==> config.mk <==
export PLATFORM = sky130hd
export DESIGN_NAME = lfu_cache_store
export DESIGN_NICKNAME = d
export VERILOG_FILES = /design/src/sv/lfu_pkg.sv /design/src/sv/lfu_scan_unit.sv /design/src/sv/lfu_cache_store.sv
export SDC_FILE = /design/constraint.sdc
export NUM_CORES = 1
export LEC_CHECK = 0
export BUFFER_PORTS_ARGS = -buffer_cell sky130_fd_sc_hd__buf_2
export CORE_MARGIN = 4
export CORE_UTILIZATION = 35
export DETAILED_ROUTE_END_ITERATION = 8
export GPL_ROUTABILITY_DRIVEN = 0
export SLEW_MARGIN = 20
export SYNTH_ARGS = -nofsm -noshare
export SYNTH_HDL_FRONTEND = slang
export SYNTH_HIERARCHICAL = 1
export SYNTH_SLANG_ARGS = --single-unit
==> constraint.sdc <==
create_clock -name i_clk -period 6.2 [get_ports i_clk]
set_input_delay 1.55 -clock i_clk [delete_from_list [all_inputs] [get_ports i_clk]]
set_output_delay 1.55 -clock i_clk [all_outputs]
set_load 0.02 [all_outputs]
==> src/sv/lfu_pkg.sv <==
package lfu_pkg;

    localparam int unsigned ENTRIES_DEF    = 16;
    localparam int unsigned KEY_BITS_DEF   = 16;
    localparam int unsigned COUNT_BITS_DEF = 16;
    localparam int unsigned VALUE_BITS     = 31;
    localparam int unsigned CAP_BITS       = 5;
    localparam logic [CAP_BITS-1:0] CAP_RESET = 5'd16;

    localparam logic REQ_GET = 1'b0;
    localparam logic REQ_PUT = 1'b1;

    typedef enum logic [2:0] {
        ST_IDLE,
        ST_SCAN,
        ST_DECIDE,
        ST_AGE,
        ST_DONE
    } t_state;

endpackage

==> src/sv/lfu_scan_unit.sv <==
module lfu_scan_unit #(
    parameter int unsigned COUNT_BITS = lfu_pkg::COUNT_BITS_DEF,
    parameter int unsigned RANK_BITS  = 4
) (
    input  logic                  i_cand_valid,
    input  logic [COUNT_BITS-1:0] i_cand_count,
    input  logic [RANK_BITS-1:0]  i_cand_rank,
    input  logic                  i_best_found,
    input  logic [COUNT_BITS-1:0] i_best_count,
    input  logic [RANK_BITS-1:0]  i_best_rank,
    output logic                  o_better
);

    // The candidate wins on a lower count, or an equal count and an older rank.
    assign o_better = i_cand_valid && (!i_best_found || (i_cand_count < i_best_count) ||
                      ((i_cand_count == i_best_count) && (i_cand_rank > i_best_rank)));

endmodule

==> src/sv/lfu_cache_store.sv <==
// Least-frequently-used key-value store with least-recently-used tie-break.
// Every request walks the entries twice, one entry a cycle; the scan pass goes through
// one compare unit. A scan pass finds the key, the eviction victim and a free slot.
// After a decide state, an aging pass updates the ranks and writes any new entry. The
// block takes no new request while one is at work or while a result waits in its
// output register. The next request can be taken in the cycle after the result
// leaves. Capacity above ENTRIES acts as ENTRIES.
module lfu_cache_store #(
    parameter int unsigned ENTRIES    = lfu_pkg::ENTRIES_DEF,
    parameter int unsigned KEY_BITS   = lfu_pkg::KEY_BITS_DEF,
    parameter int unsigned COUNT_BITS = lfu_pkg::COUNT_BITS_DEF
) (
    input  logic                          i_clk,
    input  logic                          i_rst_n,
    input  logic                          i_cfg_we,
    input  logic [lfu_pkg::CAP_BITS-1:0]  i_cfg_wdata,
    input  logic                          i_valid,
    output logic                          o_stall,
    input  logic                          i_req_type,
    input  logic [KEY_BITS-1:0]           i_key,
    input  logic [lfu_pkg::VALUE_BITS-1:0] i_write_value,
    output logic                          o_valid,
    input  logic                          i_stall,
    output logic                          o_hit,
    output logic [lfu_pkg::VALUE_BITS-1:0] o_read_value,
    output logic                          o_evicted,
    output logic [KEY_BITS-1:0]           o_evicted_key
);

    localparam int unsigned IDX_BITS  = (ENTRIES > 1) ? $clog2(ENTRIES) : 1;
    localparam int unsigned RANK_BITS = IDX_BITS;
    localparam int unsigned OCC_BITS  = $clog2(ENTRIES + 1);
    localparam logic [COUNT_BITS-1:0] COUNT_MAX = {COUNT_BITS{1'b1}};
    localparam logic [IDX_BITS-1:0] LAST_IDX = IDX_BITS'(ENTRIES - 1);

    lfu_pkg::t_state r_state, n_state;

    logic                  r_valid [ENTRIES];
    logic [KEY_BITS-1:0]   r_ekey  [ENTRIES];
    logic [lfu_pkg::VALUE_BITS-1:0] r_evalue [ENTRIES];
    logic [COUNT_BITS-1:0] r_ecount [ENTRIES];
    logic [RANK_BITS-1:0]  r_erank  [ENTRIES];
    logic [OCC_BITS-1:0]   r_occ;
    logic [lfu_pkg::CAP_BITS-1:0] r_cap;

    logic r_put;
    logic [KEY_BITS-1:0] r_key;
    logic [lfu_pkg::VALUE_BITS-1:0] r_wval;
    logic [IDX_BITS-1:0] r_idx;
    logic r_found;
    logic [IDX_BITS-1:0] r_slot;
    logic r_bfound;
    logic [IDX_BITS-1:0] r_best;
    logic r_ffound;
    logic [IDX_BITS-1:0] r_free;
    logic r_evict;
    logic [RANK_BITS-1:0] r_ref_rank;
    logic r_ins;
    logic [IDX_BITS-1:0] r_ins_slot;

    logic r_ovalid;
    logic r_ohit;
    logic [lfu_pkg::VALUE_BITS-1:0] r_oval;
    logic r_oev;
    logic [KEY_BITS-1:0] r_oekey;

    logic better;
    logic accept;
    logic last;
    logic [OCC_BITS-1:0] cap_eff;
    logic put_miss;
    logic do_evict;
    logic [IDX_BITS-1:0] ins_slot;
    logic ins_ok;

    assign accept = i_valid && !o_stall;
    assign last = (r_idx == LAST_IDX);
    assign cap_eff = (32'(r_cap) > ENTRIES) ? OCC_BITS'(ENTRIES) : OCC_BITS'(r_cap);
    assign put_miss = !r_found && r_put && (cap_eff != '0);
    assign do_evict = put_miss && (r_occ >= cap_eff) && (r_occ != '0);
    assign ins_slot = do_evict ? r_best : r_free;
    assign ins_ok = put_miss && (do_evict || r_ffound);

    lfu_scan_unit #(.COUNT_BITS(COUNT_BITS), .RANK_BITS(RANK_BITS)) u_scan (
        .i_cand_valid(r_valid[r_idx]),
        .i_cand_count(r_ecount[r_idx]),
        .i_cand_rank(r_erank[r_idx]),
        .i_best_found(r_bfound),
        .i_best_count(r_ecount[r_best]),
        .i_best_rank(r_erank[r_best]),
        .o_better(better)
    );

    always_comb begin
        n_state = r_state;
        unique case (r_state)
            lfu_pkg::ST_IDLE:   if (accept) n_state = lfu_pkg::ST_SCAN;
            lfu_pkg::ST_SCAN:   if (last) n_state = lfu_pkg::ST_DECIDE;
            lfu_pkg::ST_DECIDE: n_state = lfu_pkg::ST_AGE;
            lfu_pkg::ST_AGE:    if (last) n_state = lfu_pkg::ST_DONE;
            lfu_pkg::ST_DONE:   if (!r_ovalid || !i_stall) n_state = lfu_pkg::ST_IDLE;
            default:            n_state = lfu_pkg::ST_IDLE;
        endcase
    end

    always_comb begin
        o_stall = (r_state != lfu_pkg::ST_IDLE) || r_ovalid;
    end

    always_ff @(posedge i_clk) begin
        if (!i_rst_n) begin
            r_state <= lfu_pkg::ST_IDLE;
            r_occ <= '0;
            r_cap <= lfu_pkg::CAP_RESET;
            r_ovalid <= 1'b0;
            for (int i = 0; i < ENTRIES; i++) r_valid[i] <= 1'b0;
        end else begin
            r_state <= n_state;
            if (i_cfg_we) r_cap <= i_cfg_wdata;
            if (r_state == lfu_pkg::ST_DONE && (!r_ovalid || !i_stall)) begin
                r_ovalid <= 1'b1;
            end else if (r_ovalid && !i_stall) begin
                r_ovalid <= 1'b0;
            end
            unique case (r_state)
                lfu_pkg::ST_IDLE: begin
                    if (accept) begin
                        r_put <= i_req_type;
                        r_key <= i_key;
                        r_wval <= i_write_value;
                        r_idx <= '0;
                        r_found <= 1'b0;
                        r_bfound <= 1'b0;
                        r_ffound <= 1'b0;
                        r_best <= '0;
                    end
                end
                lfu_pkg::ST_SCAN: begin
                    if (r_valid[r_idx] && r_ekey[r_idx] == r_key && !r_found) begin
                        r_found <= 1'b1;
                        r_slot <= r_idx;
                    end
                    if (better) begin
                        r_bfound <= 1'b1;
                        r_best <= r_idx;
                    end
                    if (!r_valid[r_idx] && !r_ffound) begin
                        r_ffound <= 1'b1;
                        r_free <= r_idx;
                    end
                    r_idx <= last ? '0 : r_idx + 1'b1;
                end
                lfu_pkg::ST_DECIDE: begin
                    r_ohit <= r_found;
                    r_oval <= (r_found && r_put == lfu_pkg::REQ_GET) ? r_evalue[r_slot] : '0;
                    r_oev <= do_evict;
                    r_oekey <= do_evict ? r_ekey[r_best] : '0;
                    r_evict <= do_evict;
                    r_ins <= ins_ok;
                    r_ins_slot <= ins_slot;
                    r_ref_rank <= r_found ? r_erank[r_slot] : r_erank[r_best];
                    if (r_found) begin
                        if (r_put == lfu_pkg::REQ_PUT) r_evalue[r_slot] <= r_wval;
                        if (r_ecount[r_slot] != COUNT_MAX)
                            r_ecount[r_slot] <= r_ecount[r_slot] + 1'b1;
                    end
                    if (do_evict) r_valid[r_best] <= 1'b0;
                end
                lfu_pkg::ST_AGE: begin
                    if (r_idx == r_slot && r_found) begin
                        r_erank[r_idx] <= '0;
                    end else if (r_ins && r_idx == r_ins_slot) begin
                        r_valid[r_idx] <= 1'b1;
                        r_ekey[r_idx] <= r_key;
                        r_evalue[r_idx] <= r_wval;
                        r_ecount[r_idx] <= COUNT_BITS'(1);
                        r_erank[r_idx] <= '0;
                    end else if (r_valid[r_idx]) begin
                        if (r_found) begin
                            if (r_erank[r_idx] < r_ref_rank)
                                r_erank[r_idx] <= r_erank[r_idx] + 1'b1;
                        end else if (r_ins) begin
                            if (!(r_evict && r_erank[r_idx] > r_ref_rank))
                                r_erank[r_idx] <= r_erank[r_idx] + 1'b1;
                        end
                    end
                    if (last && r_ins && !r_evict) r_occ <= r_occ + 1'b1;
                    r_idx <= last ? '0 : r_idx + 1'b1;
                end
                lfu_pkg::ST_DONE: ;
                default: ;
            endcase
        end
    end

    assign o_valid = r_ovalid;
    assign o_hit = r_ohit;
    assign o_read_value = r_oval;
    assign o_evicted = r_oev;
    assign o_evicted_key = r_oekey;

    a_busy_stall: assert property (@(posedge i_clk) disable iff (!i_rst_n)
        (r_state == lfu_pkg::ST_SCAN) |-> o_stall)
        else $error("scan not stalled");
    a_occ_max: assert property (@(posedge i_clk) disable iff (!i_rst_n)
        32'(r_occ) <= ENTRIES)
        else $error("occupancy overflow");
    a_ev_put: assert property (@(posedge i_clk) disable iff (!i_rst_n)
        (o_valid && o_evicted) |-> !o_hit)
        else $error("eviction on hit");
    a_out_from_done: assert property (@(posedge i_clk) disable iff (!i_rst_n)
        $rose(o_valid) |-> $past(r_state) == lfu_pkg::ST_DONE)
        else $error("result outside done");

endmodule
# Word level (Yosys, flattened, before mapping)
# Memory sizes are Yosys's and may differ from the RTL's. A register that Yosys moved wholly into a read port is not among the register bits.
# Index checks and enable logic that the tools add are counted.
dict set report totals {
  output_inout_bits 51
  inputBits 58
  word_cells 197
  memories 5
  reg_bits 92
  ramBits 1088
}
dict set report op_classes {
  muxes 86
  add_sub_neg 4
  bitwise 4
  order_cmp 6
  reduce_logical 56
  n_eq_ne 17
}
# name depth word_bits rd rd_clocked_by_memory_dff write_ports line
set mem_list {}
lappend mem_list {r_evalue 16 31 1 1 1 lfu_cache_store.sv:40} ;# logic [lfu_pkg::VALUE_BITS-1:0] r_evalue [ENTRIES];
lappend mem_list {r_ecount 16 16 3 3 1 lfu_cache_store.sv:41} ;# logic [COUNT_BITS-1:0] r_ecount [ENTRIES];
lappend mem_list {r_ekey 16 16 2 2 1 lfu_cache_store.sv:39} ;# logic [KEY_BITS-1:0] r_ekey [ENTRIES];
lappend mem_list {r_erank 16 4 3 3 1 lfu_cache_store.sv:42} ;# logic [RANK_BITS-1:0] r_erank [ENTRIES];
lappend mem_list {r_valid 16 1 1 1 16 lfu_cache_store.sv:38} ;# logic r_valid [ENTRIES];
# operator n
set ops {}
lappend ops {{4-bit 2-to-1 mux} 20}
lappend ops {{1-bit 2-to-1 mux} 53}
lappend ops {{16-bit equality test} 2}
lappend ops {{31-bit 2-to-1 mux} 1}
lappend ops {{31-bit OR reduction} 1}
lappend ops {{1-bit logical AND} 19}
lappend ops {{16-bit by 1-bit adder with 16-bit output (second input constant)} 1}
lappend ops {{16-bit < comparator} 1}
lappend ops {{16-bit 2-to-1 mux} 1}
lappend ops {{16-bit != test (second input constant)} 1}
lappend ops {{4-bit one-hot mux with 2 select lines} 2}
lappend ops {{4-bit AND reduction} 4}
lappend ops {{16-bit OR reduction} 1}
lappend ops {{3-bit one-hot mux with 5 select lines} 1}
lappend ops {{2-bit != test (second input constant)} 7}
lappend ops {{3-bit 2-to-1 mux} 4}
lappend ops {{3-bit AND reduction} 4}
lappend ops {{1-bit logical NOT} 10}
lappend ops {{5-bit nonzero test} 2}
lappend ops {{4-bit by 1-bit adder with 4-bit output (second input constant)} 2}
lappend ops {{4-bit equality test} 2}
lappend ops {{4-bit > comparator} 2}
lappend ops {{3-bit by 2-bit equality test with 1-bit output (second input constant)} 2}
lappend ops {{1-bit one-hot mux with 2 select lines} 3}
lappend ops {{other kinds (17)} 27}

# Logic depth before layout (Yosys ltp)
dict set report logic_depth {
  depth_word 13
  depth_mapped 19
  mapped_depth_nobuf 13
}

# Hierarchy
# Netlist, hierarchy kept.
# module instances seq_area_each_um2 area_each_um2 cells_per_inst
set modules_own_cells {}
lappend modules_own_cells {lfu_cache_store 1 36785.3 55095.3 2658}
lappend modules_own_cells {lfu_scan_unit 1 0.0 535.5 71}

# Worst setup path after synthesis
# OpenSTA, ideal clock, no wires.
dict set report synth_path {
  kind {in2reg}
  start {input i_rst_n}
  end {memory r_evalue[4][0] in the netlist's numbering, enable pin}
  n_path_buf 0
  arrival_time_ns 5.416
  slack_ns 0.365
  required_time_ns 5.781
  path_stages 7
  setup_time_ns 0.419
  path_cell_list {nand2b_1 or3b_2 inv_1 nand2_1 nor3b_1 a31oi_1 nor2_1}
}
dict set report synth_between {
  elab_chain_cells 4
  word_cells_on_any_way 7
  classes_between {6 x mux; 1 x reduce/logical}
}
# item line
set synth_rtl {}
lappend synth_rtl {{start, declared} lfu_cache_store.sv:14} ;# input logic i_rst_n,
lappend synth_rtl {{1-bit 2-to-1 mux} lfu_cache_store.sv:111} ;# if (!i_rst_n) begin
lappend synth_rtl {{1-bit 2-to-1 mux (not written as such)} lfu_cache_store.sv:175} ;# r_evalue[r_idx] <= r_wval;
lappend synth_rtl {{31-bit OR reduction (no line)} n/a}
lappend synth_rtl {{4-bit 2-to-1 mux (no line) or 1-bit 2-to-1 mux (tied branches)} n/a}
lappend synth_rtl {{end, declared} lfu_cache_store.sv:40}
# Parallel ways exist; a longest one is shown, timed or not.

==> metrics.md <==
| Metric | Value |
|---|---|
| Clk buf depth | `3` |
| First-pass DRT Iterations | `5` |
| Clk Latency, worst-skew pair | `0.80 ns` |
| Top Ports | `between 100 and 150` |
| Outcome | `complete, no violations` |
| DRT iter0 DRCs | `around 3k` |
| GRT Overall Usage | `0.173` |
| PortBufs | `108` |
| Synthesis-to-finish area growth | `14.2%` |
| CP required | `6.60 ns` |
| Area of the core | `about 0.16 mm^2` |
| Async S/R FF share, synth | `0` |
| Total number of vias | `between 20k and 30k` |
| Row cnt | `146` |
| Sequential-to-total area share from yosys stat | `0.661` |
| CP Max Fanout | `50` |
| CTS Sinks | `around 1.2k` |
| Count of cell types in the netlist | `approximately 80` |
| TNS Setup | `0 ns` |
| Initial antenna violation count | `5` |
| Fin. max-slew vios | `0` |
| Syn nets | `2824` |
| Height of the die | `between 400 and 500 um` |
| Sw power | `around 4200 uW` |
| Hold Buf Count CTS | `0` |
| Most frequent cells in the layout | `edfxtp_1 (1197), mux4_2 (554), clkbuf_16 (140)` |
| Mapped Area | `roughly 0.056 mm^2` |
| End of the worst register-to-register path | `r_best[1]` |
| Hold Path End | `r_valid[13]` |
| Layout Cells excl Fill | `roughly 5k` |
| Clk slew on worst S/H paths | `0.06 ns` |
| Worst slew pin tran | `around 1.1 ns` |
| Drt via density | `5.64` |
| R2R Setup Slk | `between 1 and 1.5 ns` |
| Worst VDD drop | `~0.28 mV` |
| Crit path launch type | `flop` |
| Area contributors post-synth | `edfxtp_1 (65%), mux4_2 (22%), dfxtp_1 (1.5%)` |
| # DRC | `0` |
| DR WL/cell | `between 20 and 30 um` |
| Final hold viol count | `0` |
| Logic gate share of total power | `0.059` |
| Top cell type's share of synthesized area | `0.646` |
| Die footprint | `0.165 mm^2` |
| Clock period minus worst slack | `roughly 5 ns` |
| Vias in the first global route | `29.9k` |
| Pleak | `0.0204 uW` |
| Depth of the worst register-to-register path | `11` |
| Flop pwr share | `0.503` |
| CTS buffer count | `138` |
| Switching Share | `0.226` |
| First-pass GRT wire length | `between 200000 and 250000 um` |
| Setup Crit Path Kind | `reg2reg` |
| Unrepaired setup endpoints after global routing | `false` |
| CTS HTree Levels | `4` |
| Clock power share | `0.438` |
| Cell total after placement | `4842` |
| Hold slack final | `0.469 ns` |
| Internal power | `approximately 14000 uW` |
| Die Wd | `~410 um` |
| Area leader, netlist | `edfxtp_1` |
| HP Class | `reg2reg` |
| Rel. slew slack | `0.276` |
| Worst setup EP type | `flop` |
| Final Setup Violations | `0` |
| Overflow after GRT | `0` |
| Pwr dens | `about 290 mW/mm^2` |
| Main flop type after synthesis | `edfxtp_1` |
| Most common cell after layout, fill and taps aside | `edfxtp_1` |
| Clock Skews | `~0.067 ns` |
| Yosys warns | `6` |
| Setup Fix Bufs, Post-CTS | `0` |
| Synth Instances | `roughly 2.7k` |
| Largest net degree at the start of global routing | `130` |
| Fmax | `about 200 MHz` |
| Synthesis-stage register bit count | `approximately 1.2k` |
| Post-DP HPWL | `~84000 um` |
| Starting density of the core | `0.352` |
| Worst hold start | `r_valid[13]` |
| Syn avg cell area | `between 20 and 25 um^2` |
| Final wirelength | `between 100000 and 150000 um` |
| Post-cts resize count | `0` |
| Crit share post-route | `0.807` |
| TritonCTS clock tree | `built` |
| Nets | `3005` |
| Fraction of layout cells with a size suffix above 1 | `0.356` |
| Root buf cell | `clkbuf_16` |
| Critical Path AT | `roughly 5.4 ns` |
| Post-route ant nets | `0` |
| Max Cap Viol | `0` |
| Hold Path Depth | `2` |
| Total power | `~18000 uW` |
| Post-synth EDFFs | `~1.2k` |
worst max path at each step:
stage | startpoint | cells after the start | slack (ns) | to
finish | flop | 11 | 1.20 | r_best[1]
global route | flop | 11 | 1.14 | r_best[1]
global placement | i_rst_n | 9 | 1.37 | r_evalue[13][20]
detailed placement | i_rst_n | 9 | 1.31 | r_evalue[12][20]
CTS | flop | 11 | 1.28 | r_best[1]
floorplan | i_rst_n | 7 | 0.37 | r_evalue[4][0]
power by group through the flow:
| stage | Sequential, uW | Combinational (uW) | Clock (uW) |
|---|---|---|---|
| floorplan | 9350 | 833 | 0 |
| global placement | 9460 | 1090 | 0 |
| detailed placement | 9460 | 1090 | 0 |
| CTS | 9290 | 1090 | 8280 |
| global route | 9290 | 1160 | 8620 |
| finish | 9280 | 1090 | 8090 |
sequential cells by signal, indices dropped and copies added, names as in the netlist, 3 cells and up, named ones only:
signal,flops
r_ins_slot,4
r_idx,4
o_evicted_key,16
r_ekey,256
r_free,4
r_occ,5
r_erank,64
r_valid,16
r_state,3
r_evalue,496
r_cap,5
r_ecount,256
r_slot,4
o_read_value,31
r_ref_rank,4
r_best,4
r_wval,31
r_key,16
metal layers:
metal	global-route usage	share of wire	wire, um	vias to the layer above
met5	0	0	0	-
met1	0.247	0.44	62100	15500
met2	0.276	0.48	68600	993
met4	0.0507	0.024	3410	0
li1	-	-	-	12000
met3	0.0297	0.059	8460	205
synthesized netlist by cell type, types with 5 or more instances:
master and n:
a21o_1 9, a21oi_1 17, a221oi_1 10, a22oi_1 22, a31oi_1 9, and2_1 15, and3_1 49, buf_1 31
buf_2 38, buf_4 12, buf_6 7, clkbuf_1 89, dfxtp_1 42, edfxtp_1 1197, ha_1 37, inv_1 44
mux2_2 37, mux2i_1 67, mux4_1 9, mux4_2 554, nand2_1 56, nand2b_1 11, nand3_1 16, nand4_1 7
nor2_1 77, nor2_2 5, nor2b_1 50, nor3_1 20, nor3b_1 6, nor4_1 9, o211ai_1 12, o21ai_0 18
o22ai_1 15, or3_1 6, xnor2_1 34, xor2_1 14
area by class of cell:
type	count	area, um^2
Sequential cell	1239	36800
Fill cell	14000	94600
Clock buffer	171	3640
Multi-Input combinational cell	1264	18000
Inverter	45	171
Clock inverter	81	872
Tap cell	2072	2590
Timing Repair Buffer	222	1500
Antenna cell	2	5.00
cells by family after synthesis:
| family | synth area share |
|---|---|
| compound gates | 0.0217 |
| flops | 0.661 |
| xor+xnor | 0.00756 |
| simple gates | 0.0337 |
| mux | 0.248 |
| fa+ha+maj | 0.00832 |
| buf+inv | 0.0189 |
critical path: stages, from the launching register on:
cell,delay [ns]
dfxtp_4,0.97
buf_4,0.44
mux4_2,0.36
mux4_2,0.48
ha_1,0.36
nand4_2,0.15
nor4_1,0.78
a21boi_0,0.27
o32ai_2,0.19
inv_1,0.08
a21o_1,0.22
inv_1,0.26
metrics by stage:
stage,utilization,setup WS [ns],area [um^2]
finish,0.402,1.20,63600
global placement,0.373,1.37,59000
detailed placement,0.373,1.31,59000
CTS,0.402,1.28,63500
floorplan,-,0.365,55600
global route,0.402,1.14,63600
No activity file was read; power rests on OpenSTA's default activity.
